--- src/hdl/bmprgb_pkg.sv ---
// Shared types and constants for the BMP-to-RGB565 pixel decoder.
// Used by the top level and the testbench; no dependencies.

package bmprgb_pkg;

  // Result kinds
  typedef enum logic [1:0] {
    KIND_PIXEL  = 2'd0,
    KIND_ACCEPT = 2'd1,
    KIND_REJECT = 2'd2
  } kind_t;

  // Parser phase, one-hot
  typedef enum logic [2:0] {
    PH_HEADER = 3'b001,
    PH_PIXELS = 3'b010,
    PH_DONE   = 3'b100
  } phase_t;

  // Configuration register indexes
  localparam logic [7:0] CFG_ORIGIN_X = 8'd0;
  localparam logic [7:0] CFG_ORIGIN_Y = 8'd1;
  localparam logic [7:0] CFG_STEP_X   = 8'd2;
  localparam logic [7:0] CFG_STEP_Y   = 8'd3;

  // File byte positions
  localparam logic [31:0] IDX_MARK0     = 32'd0;
  localparam logic [31:0] IDX_MARK1     = 32'd1;
  localparam logic [31:0] IDX_OFS_LO    = 32'd10;
  localparam logic [31:0] IDX_OFS_HI    = 32'd13;
  localparam logic [31:0] IDX_HDR_SIZE  = 32'd14;
  localparam logic [31:0] IDX_WIDTH_LO  = 32'd18;
  localparam logic [31:0] IDX_WIDTH_HI  = 32'd21;
  localparam logic [31:0] IDX_HEIGHT_LO = 32'd22;
  localparam logic [31:0] IDX_HEIGHT_HI = 32'd25;
  localparam logic [31:0] IDX_BPP       = 32'd28;
  localparam logic [31:0] IDX_COMPRESS  = 32'd30;
  localparam logic [31:0] IDX_PAL_LO    = 32'd46;
  localparam logic [31:0] IDX_PAL_HI    = 32'd47;
  localparam logic [31:0] IDX_PAL_FIX   = 32'd49;
  localparam logic [31:0] IDX_VERDICT   = 32'd53;
  localparam logic [31:0] IDX_MASK_LO   = 32'd54;
  localparam logic [31:0] IDX_MASK_HI   = 32'd55;

  localparam logic [7:0]  MARK_B        = 8'h42;  // 'B'
  localparam logic [7:0]  MARK_M        = 8'h4D;  // 'M'
  localparam logic [15:0] RED_MASK_565  = 16'hF800;
  localparam logic [7:0]  MIN_HDR_SIZE  = 8'd40;
  localparam logic [7:0]  BPP_16        = 8'd16;
  localparam logic [31:0] MIN_OFFSET    = 32'd54;  // 14 file + 40 info header

  typedef struct packed {
    logic [7:0] data_byte;
    logic       first_byte;
  } in_item_t;

  typedef struct packed {
    kind_t       kind;
    logic [15:0] pixel_x;
    logic [15:0] pixel_y;
    logic [15:0] color;
    logic        last_pixel;
    logic [15:0] image_width;
    logic [15:0] image_height;
    logic [7:0]  bits_per_pixel;
    logic [15:0] palette_entries;
    logic        is_565;
  } out_item_t;

  typedef struct packed {
    logic [7:0]  index;
    logic [15:0] data;
  } cfg_item_t;

  typedef struct packed {
    phase_t      phase;
    logic [31:0] byte_index;
    logic [31:0] pixel_offset;
    logic [7:0]  header_size;
    logic [31:0] width;
    logic [31:0] height;
    logic [7:0]  bpp;
    logic [7:0]  compress;
    logic [15:0] palette;
    logic        mask565;
    logic        marker_ok;
    logic [15:0] color_bytes;
    logic [1:0]  byte_in_pixel;
    logic [15:0] column_count;
    logic [15:0] row_count;
  } parse_state_t;

  localparam parse_state_t PARSE_CLEAR = '{
    phase: PH_HEADER, byte_index: 32'd0, pixel_offset: 32'd0, header_size: 8'd0,
    width: 32'd0, height: 32'd0, bpp: 8'd0, compress: 8'd0, palette: 16'd0,
    mask565: 1'b0, marker_ok: 1'b0, color_bytes: 16'd0, byte_in_pixel: 2'd0,
    column_count: 16'd0, row_count: 16'd0
  };

  // Replace one byte of a little-endian 32-bit field
  function automatic logic [31:0] put_byte(input logic [31:0] word,
                                           input logic [1:0]  pos,
                                           input logic [7:0]  b);
    logic [31:0] w;
    w = word;
    unique case (pos)
      2'd0: w[7:0]   = b;
      2'd1: w[15:8]  = b;
      2'd2: w[23:16] = b;
      2'd3: w[31:24] = b;
      default: w = word;
    endcase
    return w;
  endfunction

endpackage

--- src/hdl/bmprgb_chan_if.sv ---
// Valid/ready channel carrying one item of a given payload type.
// Payload types come from bmprgb_pkg.

interface bmprgb_chan_if #(parameter type payload_t = logic);
  logic     valid;
  logic     ready;
  payload_t data;

  modport source (output valid, output data, input ready);
  modport sink   (input valid, input data, output ready);
endinterface

--- src/hdl/bmp_stream_to_rgb565_pixels_core.sv ---
// BMP byte-stream decoder top level: header parse, verdict, RGB565 pixel writes.
// Depends on bmprgb_pkg and bmprgb_chan_if.
//
// Usage
//   in_ch  : one file byte per item (data_byte, first_byte). first_byte marks
//            byte 0 of a file and restarts the parser before that byte is used.
//   out_ch : at most one item per input byte: a header verdict (accept or
//            reject, with the parsed width, height, bpp, palette count, 565
//            flag) on the header byte at offset-1 (never before byte 53), then
//            one pixel write per B,G,R triple, last_pixel on the final one.
//   cfg_ch : register writes (index, data), always ready; origin and step
//            registers are read live.
// Output and throughput
//   A result is registered and shows on out_ch in the cycle after its byte is
//   taken. One byte per clock is sustained: the single output register is
//   refilled in the same cycle that out_ch takes its item, so in_ch stalls
//   only while a result is held by out_ch.
// Reset
//   Synchronous, active low: parser back to header phase, registers zero,
//   out_ch empty.

module bmp_stream_to_rgb565_pixels_core #(
  parameter int COORD_BITS = 16
) (
  input  logic clk,
  input  logic rst_n,
  bmprgb_chan_if.sink   in_ch,
  bmprgb_chan_if.source out_ch,
  bmprgb_chan_if.sink   cfg_ch
);

  // ---------------------------------------------------------------- config
  logic [15:0] origin_x_r, origin_y_r;
  logic [1:0]  step_x_r, step_y_r;

  assign cfg_ch.ready = 1'b1;

  always_ff @(posedge clk) begin
    if (!rst_n) begin
      origin_x_r <= '0;
      origin_y_r <= '0;
      step_x_r   <= '0;
      step_y_r   <= '0;
    end else if (cfg_ch.valid) begin
      unique case (cfg_ch.data.index)
        bmprgb_pkg::CFG_ORIGIN_X: origin_x_r <= cfg_ch.data.data;
        bmprgb_pkg::CFG_ORIGIN_Y: origin_y_r <= cfg_ch.data.data;
        bmprgb_pkg::CFG_STEP_X:   step_x_r   <= cfg_ch.data.data[1:0];
        bmprgb_pkg::CFG_STEP_Y:   step_y_r   <= cfg_ch.data.data[1:0];
        default: ;
      endcase
    end
  end

  // Step of -2..1, sign-extended to the cursor width
  logic [COORD_BITS-1:0] dx, dy, org_x, org_y;
  assign dx    = {{(COORD_BITS-2){step_x_r[1]}}, step_x_r};
  assign dy    = {{(COORD_BITS-2){step_y_r[1]}}, step_y_r};
  assign org_x = origin_x_r[COORD_BITS-1:0];
  assign org_y = origin_y_r[COORD_BITS-1:0];

  // ---------------------------------------------------------------- state
  bmprgb_pkg::parse_state_t st_r, st_nxt, cur;
  logic [COORD_BITS-1:0]    cursor_x_r, cursor_y_r, cursor_x_nxt, cursor_y_nxt;
  logic [COORD_BITS-1:0]    cx, cy;
  logic                     out_valid_r;
  bmprgb_pkg::out_item_t    out_item_r, res;
  logic                     res_valid;
  logic                     accept;

  // Output register frees up in the cycle its item is taken
  assign in_ch.ready = !out_valid_r || out_ch.ready;
  assign accept      = in_ch.valid && in_ch.ready;

  // Header byte bookkeeping
  logic [31:0] idx;
  logic [1:0]  pos;
  logic [7:0]  b;
  logic        verdict, ok;
  logic [15:0] mask_word, pal_fix;
  logic [31:0] ofs_less;
  // Pixel bookkeeping
  logic        col_major, last, row_end;
  logic [15:0] w16, h16, col_inc;

  always_comb begin
    // first_byte clears the parse state before the byte is used
    cur = in_ch.data.first_byte ? bmprgb_pkg::PARSE_CLEAR : st_r;
    cx  = in_ch.data.first_byte ? '0 : cursor_x_r;
    cy  = in_ch.data.first_byte ? '0 : cursor_y_r;

    st_nxt       = cur;
    cursor_x_nxt = cx;
    cursor_y_nxt = cy;
    res          = '0;
    res_valid    = 1'b0;

    b         = in_ch.data.data_byte;
    idx       = cur.byte_index;
    pos       = 2'(idx[1:0] - 2'd2);  // fields start 2 bytes past a word boundary
    ofs_less  = cur.pixel_offset - bmprgb_pkg::MIN_OFFSET;
    pal_fix   = {2'b00, ofs_less[15:2]};
    mask_word = {b, cur.color_bytes[7:0]};
    verdict   = 1'b0;
    ok        = 1'b0;

    w16       = cur.width[15:0];
    h16       = cur.height[15:0];
    col_inc   = cur.column_count + 16'd1;
    col_major = (step_x_r == 2'd1) && (step_y_r == 2'd1);
    last      = (col_inc == w16) && ((cur.row_count + 16'd1) == h16);
    row_end   = col_inc >= w16;

    unique case (cur.phase)
      bmprgb_pkg::PH_HEADER: begin
        // field capture
        if (idx == bmprgb_pkg::IDX_MARK0) begin
          st_nxt.marker_ok = (b == bmprgb_pkg::MARK_B);
        end else if (idx == bmprgb_pkg::IDX_MARK1) begin
          st_nxt.marker_ok = cur.marker_ok && (b == bmprgb_pkg::MARK_M);
        end else if (idx >= bmprgb_pkg::IDX_OFS_LO && idx <= bmprgb_pkg::IDX_OFS_HI) begin
          st_nxt.pixel_offset = bmprgb_pkg::put_byte(cur.pixel_offset, pos, b);
        end else if (idx == bmprgb_pkg::IDX_HDR_SIZE) begin
          st_nxt.header_size = b;
        end else if (idx >= bmprgb_pkg::IDX_WIDTH_LO && idx <= bmprgb_pkg::IDX_WIDTH_HI) begin
          st_nxt.width = bmprgb_pkg::put_byte(cur.width, pos, b);
        end else if (idx >= bmprgb_pkg::IDX_HEIGHT_LO &&
                     idx <= bmprgb_pkg::IDX_HEIGHT_HI) begin
          st_nxt.height = bmprgb_pkg::put_byte(cur.height, pos, b);
        end else if (idx == bmprgb_pkg::IDX_BPP) begin
          st_nxt.bpp = b;
        end else if (idx == bmprgb_pkg::IDX_COMPRESS) begin
          st_nxt.compress = b;
        end else if (idx == bmprgb_pkg::IDX_PAL_LO) begin
          st_nxt.palette[7:0] = b;
        end else if (idx == bmprgb_pkg::IDX_PAL_HI) begin
          st_nxt.palette[15:8] = b;
        end else if (idx == bmprgb_pkg::IDX_PAL_FIX) begin
          // zero palette count: derive it from the space before the pixels
          if (cur.palette == 16'd0 && pal_fix != 16'd0) st_nxt.palette = pal_fix;
        end else if (idx == bmprgb_pkg::IDX_MASK_LO) begin
          st_nxt.color_bytes = {8'd0, b};
        end else if (idx == bmprgb_pkg::IDX_MASK_HI) begin
          if (cur.bpp == bmprgb_pkg::BPP_16 && cur.header_size > bmprgb_pkg::MIN_HDR_SIZE &&
              mask_word == bmprgb_pkg::RED_MASK_565)
            st_nxt.mask565 = 1'b1;
        end
        st_nxt.byte_index = idx + 32'd1;

        verdict = (idx >= bmprgb_pkg::IDX_VERDICT) &&
                  ({1'b0, idx} + 33'd1 >= {1'b0, cur.pixel_offset});
        ok = st_nxt.marker_ok && st_nxt.header_size >= bmprgb_pkg::MIN_HDR_SIZE &&
             st_nxt.compress == 8'd0 && st_nxt.pixel_offset >= bmprgb_pkg::MIN_OFFSET &&
             st_nxt.width[31:16] == 16'd0 && st_nxt.height[31:16] == 16'd0;

        if (verdict) begin
          res_valid           = 1'b1;
          res.kind            = ok ? bmprgb_pkg::KIND_ACCEPT : bmprgb_pkg::KIND_REJECT;
          res.image_width     = st_nxt.width[15:0];
          res.image_height    = st_nxt.height[15:0];
          res.bits_per_pixel  = st_nxt.bpp;
          res.palette_entries = st_nxt.palette;
          res.is_565          = st_nxt.mask565;
          st_nxt.phase        = bmprgb_pkg::PH_DONE;
          if (ok && st_nxt.width != 32'd0 && st_nxt.height != 32'd0) begin
            st_nxt.phase         = bmprgb_pkg::PH_PIXELS;
            cursor_x_nxt         = org_x;
            cursor_y_nxt         = org_y;
            st_nxt.column_count  = '0;
            st_nxt.row_count     = '0;
            st_nxt.color_bytes   = '0;
            st_nxt.byte_in_pixel = '0;
          end
        end
      end

      bmprgb_pkg::PH_PIXELS: begin
        if (cur.byte_in_pixel == 2'd1) begin
          st_nxt.color_bytes[15:8] = b;  // green
          st_nxt.byte_in_pixel     = 2'd2;
        end else if (cur.byte_in_pixel != 2'd2) begin
          st_nxt.color_bytes   = {8'd0, b};  // blue
          st_nxt.byte_in_pixel = 2'd1;
        end else begin
          // red byte completes the triple
          res_valid            = 1'b1;
          res.kind             = bmprgb_pkg::KIND_PIXEL;
          res.pixel_x          = 16'(cx);
          res.pixel_y          = 16'(cy);
          res.color            = {b[7:3], cur.color_bytes[15:10], cur.color_bytes[7:3]};
          res.last_pixel       = last;
          st_nxt.byte_in_pixel = 2'd0;

          if (col_major) cursor_y_nxt = cy + dy;
          else           cursor_x_nxt = cx + dx;

          st_nxt.column_count = col_inc;
          if (row_end) begin
            st_nxt.column_count = '0;
            st_nxt.row_count    = cur.row_count + 16'd1;
            if (col_major) begin
              cursor_x_nxt = cx + dx;
              cursor_y_nxt = org_y;
            end else begin
              cursor_y_nxt = cy + dy;
              cursor_x_nxt = org_x;
            end
          end
          if (last) st_nxt.phase = bmprgb_pkg::PH_DONE;
        end
      end

      bmprgb_pkg::PH_DONE: ;  // bytes ignored until the next first_byte

      default: ;
    endcase
  end

  always_ff @(posedge clk) begin
    if (!rst_n) begin
      st_r        <= bmprgb_pkg::PARSE_CLEAR;
      cursor_x_r  <= '0;
      cursor_y_r  <= '0;
      out_valid_r <= 1'b0;
    end else begin
      if (accept) begin
        st_r       <= st_nxt;
        cursor_x_r <= cursor_x_nxt;
        cursor_y_r <= cursor_y_nxt;
      end
      if (in_ch.ready) out_valid_r <= accept && res_valid;
    end
  end

  always_ff @(posedge clk) begin
    if (accept && res_valid) out_item_r <= res;
  end

  assign out_ch.valid = out_valid_r;
  assign out_ch.data  = out_item_r;

  // ---------------------------------------------------------------- checks
  // A verdict moves the parser out of the header phase
  a_verdict_leaves_header: assert property (@(posedge clk) disable iff (!rst_n)
    (accept && res_valid && res.kind != bmprgb_pkg::KIND_PIXEL)
      |=> st_r.phase != bmprgb_pkg::PH_HEADER)
    else $error("header phase kept after verdict");

  // The final pixel ends the image
  a_last_ends_image: assert property (@(posedge clk) disable iff (!rst_n)
    (accept && res_valid && res.last_pixel) |=> st_r.phase == bmprgb_pkg::PH_DONE)
    else $error("pixel phase kept after last pixel");

  // Pixel phase only with a non-empty image
  a_pixels_nonempty: assert property (@(posedge clk) disable iff (!rst_n)
    st_r.phase == bmprgb_pkg::PH_PIXELS |-> (st_r.width != 32'd0 && st_r.height != 32'd0))
    else $error("pixel phase with empty image");

  // A result is never dropped: a held item stays while the sink stalls
  a_no_overwrite: assert property (@(posedge clk) disable iff (!rst_n)
    (out_valid_r && !out_ch.ready) |-> !accept)
    else $error("input taken while result is held");

endmodule

--- src/flat_wrapper.sv ---
// flat-port wrapper written by rule: the top's interface ports become plain ports
module bmp_stream_to_rgb565_pixels_core_flat 
#(
  parameter int COORD_BITS = 16
)
  (clk, rst_n, in_ch_valid, in_ch_data, in_ch_ready, out_ch_valid, out_ch_data, out_ch_ready, cfg_ch_valid, cfg_ch_data, cfg_ch_ready);
  bmprgb_chan_if #(.payload_t(bmprgb_pkg::in_item_t)) in_ch_i ();
  bmprgb_chan_if #(.payload_t(bmprgb_pkg::out_item_t)) out_ch_i ();
  bmprgb_chan_if #(.payload_t(bmprgb_pkg::cfg_item_t)) cfg_ch_i ();
  input  logic clk;
  input  logic rst_n;
  input wire logic [$bits(in_ch_i.valid)-1:0] in_ch_valid;
  input wire logic [$bits(in_ch_i.data)-1:0] in_ch_data;
  output wire logic [$bits(in_ch_i.ready)-1:0] in_ch_ready;
  output wire logic [$bits(out_ch_i.valid)-1:0] out_ch_valid;
  output wire logic [$bits(out_ch_i.data)-1:0] out_ch_data;
  input wire logic [$bits(out_ch_i.ready)-1:0] out_ch_ready;
  input wire logic [$bits(cfg_ch_i.valid)-1:0] cfg_ch_valid;
  input wire logic [$bits(cfg_ch_i.data)-1:0] cfg_ch_data;
  output wire logic [$bits(cfg_ch_i.ready)-1:0] cfg_ch_ready;
  assign in_ch_i.valid = in_ch_valid;
  assign in_ch_i.data = in_ch_data;
  assign in_ch_ready = in_ch_i.ready;
  assign out_ch_valid = out_ch_i.valid;
  assign out_ch_data = out_ch_i.data;
  assign out_ch_i.ready = out_ch_ready;
  assign cfg_ch_i.valid = cfg_ch_valid;
  assign cfg_ch_i.data = cfg_ch_data;
  assign cfg_ch_ready = cfg_ch_i.ready;
  bmp_stream_to_rgb565_pixels_core #(.COORD_BITS(COORD_BITS)) u_core (.clk(clk), .rst_n(rst_n), .in_ch(in_ch_i), .out_ch(out_ch_i), .cfg_ch(cfg_ch_i));
endmodule
--- config.mk ---
export PLATFORM = sky130hd
export DESIGN_NAME = bmp_stream_to_rgb565_pixels_core_flat
export DESIGN_NICKNAME = d
export VERILOG_FILES = /design/src/hdl/bmprgb_pkg.sv /design/src/hdl/bmprgb_chan_if.sv /design/src/hdl/bmp_stream_to_rgb565_pixels_core.sv /design/src/flat_wrapper.sv
export SDC_FILE = /design/constraint.sdc
export NUM_CORES = 1
export LEC_CHECK = 0
export BUFFER_PORTS_ARGS = -buffer_cell sky130_fd_sc_hd__buf_2
export CAP_MARGIN = 20
export CELL_PAD_IN_SITES_DETAIL_PLACEMENT = 0
export CELL_PAD_IN_SITES_GLOBAL_PLACEMENT = 1
export CORE_ASPECT_RATIO = 1.1
export CORE_MARGIN = 2
export CORE_UTILIZATION = 30
export DETAILED_ROUTE_END_ITERATION = 6
export GPL_TIMING_DRIVEN = 0
export PLACE_DENSITY = 0.63
export RECOVER_POWER = 25
export SYNTH_ARGS = -nofsm -noshare
export SYNTH_HDL_FRONTEND = slang
export SYNTH_SLANG_ARGS = --single-unit
--- constraint.sdc ---
create_clock -name clk -period 15.6 [get_ports clk]
set_input_delay 3.12 -clock clk [delete_from_list [all_inputs] [get_ports clk]]
set_output_delay 3.12 -clock clk [all_outputs]
set_load 0.005 [all_outputs]
==> reports/qor.txt <==
I/O pins: 149
Clock H-tree levels: 2
CTS tree: done
Max Slew Vio Count: 0
Initial antenna violation count: 5
Detailed-route via count: 25.69k
Worst setup margin: 0.6122 ns
Largest cells by area after synthesis: dfxtp_1 (24%), edfxtp_1 (13%), nor2_1 (6.6%)
DRT Pass-1 Iters: 7
Leading cell type in the layout, fill and taps excluded: nor2_1
Layout cells sized above 1: 7.472%
Post-DRT Antenna Nets: 0
DIE HEIGHT: 303.2 µm
TNS Setup: 0 ns
Top_reg_cell synth: dfxtp_1
Final GP Congestion: 0.9644
First DRT Iteration DRCs: 3108
Area Growth Syn to Fin: 15.95%
Crit Path Class: in2reg
Buffer depth of the longest clock path: 3
Clock Skew: 0.02678 ns
Number of flops mapped to enable cells by yosys: 108
Post-DP Area: 26660 µm²
Period utilisation layout: 96.08%
Die area: 83690 µm²
Non-filler cells, final: 4375
RR Endpoint: u_core.out_ch.data[10]
Vias in the first global route: 24.41k
Synth Cell Area: 24420 µm²
Yosys top cell area share: 23.78%
Die W: 276.0 µm
CP max stage delay: 0.83 ns
Cells after synthesis: 3073
Routed len/inst: 27.17 µm
Clk sinks: 398
Hold path startpoint: u_core.org_y[1]
Multi-input gate area: 14320 µm²
CTS Buf Count: 49
Vias/cell: 5.873
Synthesized area per cell: 7.946 µm²
CP most frequent cell: clkbuf_1
Max-Cap Viols: 0
Drt drc: 24
Reg2reg setup slack: 7.70 ns
VDD IR max: 0.08063 mV
GRT met2 Usage: 44.31%
Nets: 3406
Least-Margin Pin Slew: 1.301 ns
CTS clk-pin slew, worst paths: 0.06 ns
Placed cells: 4282
Peak-usage layer in the global routing report: met2
Total design power: 0.002507 W
PortBufs: 142
Tmin final: 14.99 ns
Synth Warn #: 0
Hold Path End: u_core.org_y[1]
P_leak: 10.51 nW
Required time worst endpoint: 15.91 ns
Failing checks: design-rule violations
Clk root buf: clkbuf_16
Sequential-to-total area share from yosys stat: 37.06%
Critical path arrival: 15.30 ns
Hold Fails Final Rpt: 0
Power Density: 88.54 nW/µm²
CP max stage cell: clkbuf_2
Fraction of registers with async set/reset: 0%
Register area: 9049 µm²
Hold path depth: 2
Element type at the critical path end: flop
Global-route wire length before repair: 171400 µm
Netlist cell types: 96
Startpoint types: primary input
Initial Utilization: 30.35%
Worst R2R Path Depth: 18
Detailed placement HPWL: 89070 µm
Max transition margin: 13.26%
Fin area: 28310 µm²
Fmax: 66.72 MHz
Yosys reg bits: 398
Core box area: 80460 µm²
R2r startpoint: u_core.st_r[190]
Global Route Usage Sum: 27.55%
Hold Path Class: reg2reg
Dpl ws: -0.9836 ns
Met1 usage: 36.60%
Finish-stage setup viols: 0
Largest net degree at the start of global routing: 28
Met3 Use GR: 3.793%
Routed wire length: 118900 µm
Num rows: 109
Syn nets: 3201
GR Overflow Total: 0
Worst-Skew Late Latency: 0.64 ns
Critical path peak fanout: 19
Unrepaired setup endpoints after global routing: false
CTS Hold Bufs: 0
Most frequent cells in the layout: nor2_1 (427), nand2_1 (336), dfxtp_1 (290)
Area leader, netlist: dfxtp_1
Outcome: finished with violations
Fillers: 8726
critical path: cells and delay by family:
kind,cells,cell delay (ns)
xor gates and xnor gates,1,0.16
AOI/OAI and AO/OA,5,1.38
adders and majority gates,2,0.44
and+or+nand+nor,9,2.50
buffers and inverters,16,7.63
cell families after synthesis:
logic type / Yosys count / synth area share [%]
and+or+nand+nor: 1275 / 24.93
AOI/OAI and AO/OA: 896 / 23.48
DFF: 398 / 37.06
buffers and inverters: 268 / 4.335
xor gates and xnor gates: 96 / 3.444
adders and majority gates: 90 / 4.673
muxes: 49 / 2.060
other: 1 / 0.01536
worst max-delay path by stage:
stage | to | slack, ns | cells past startpoint | start
2_1_floorplan | u_core.out_ch.data[0] | 0.92 | 30 | in_ch_data[0]
3_3_place_gp | u_core.out_ch.data[4] | -8.16 | 29 | in_ch_data[0]
3_5_place_dp | u_core.out_ch.data[38] | -0.98 | 34 | in_ch_data[0]
4_1_cts | u_core.out_ch.data[10] | 0.02 | 34 | in_ch_data[0]
5_1_grt | u_core.out_ch.data[10] | 0.14 | 33 | in_ch_data[0]
6_report | u_core.out_ch.data[10] | 0.61 | 33 | in_ch_data[0]
cell usage after synthesis, drive strengths merged, types with 16 or more instances:
cell / n
dfxtp: 290
edfxtp: 108
nand4: 38
o31ai: 18
nor2b: 68
xor2: 39
and3: 75
nand2: 336
nand3: 100
ha: 88
a21o: 45
inv: 34
o21ai: 211
nand2b: 21
buf: 41
nand3b: 16
mux2i: 39
a22oi: 92
clkbuf: 193
a22o: 16
a221oi: 31
nor3: 64
a31oi: 55
a211oi: 30
nor2: 427
nor4: 38
a21oi: 260
xnor2: 57
layout make-up:
cell class              instances  area share, %
multi-input cells            2407          50.57
flip-flops and latches        398          31.96
clock buffers                  61          4.707
well taps                    1054          4.658
plain buffers                 233          3.275
repair buffers                155          2.948
clock inverters                31          1.410
inverters                      34         0.4508
diodes                          2        0.01768
where the power goes:
group          internal [W]  leakage (nW)  switching, W
Clock              0.000732         0.847      0.000524
Combinational     0.0000380          6.11      0.000144
Sequential          0.00106          3.55    0.00000785
Total               0.00183          10.5      0.000676
metal layers:
metal	routed length, µm	vias up	part of all wire (%)
li1	-	11669	-
met1	51530	12466	43
met2	52450	1245	44
met3	8621	312	7.3
met4	6247	2	5.3
met5	20	-	0.017
sequential cells by signal (all words and copies together) (netlist names):
name,count
u_core.cursor_y_r,16
u_core.org_y,16
u_core.cursor_x_r,16
u_core.step_x_r,2
u_core.st_r,221
u_core.out_ch.data,108
u_core.org_x,16
u_core.out_ch.valid,1
u_core.step_y_r,2
metrics by stage:
step / util, % / hold slack (ns)
final: 35.18 / 0.4788
after global placement: 32.87 / 0.4563
after detailed placement: 33.14 / 0.4568
after floorplan: - / 0.4419
after global routing: 35.18 / 0.4886
after CTS: 35.30 / 0.4780
timing repair:
action | CTS | global route
cloned | 0 | 0
gates resized for setup | 2 | 1
endpoints found under the setup margin | 10 | 20
setup buffers | 0 | 0
(Power assumes the default switching activity.)
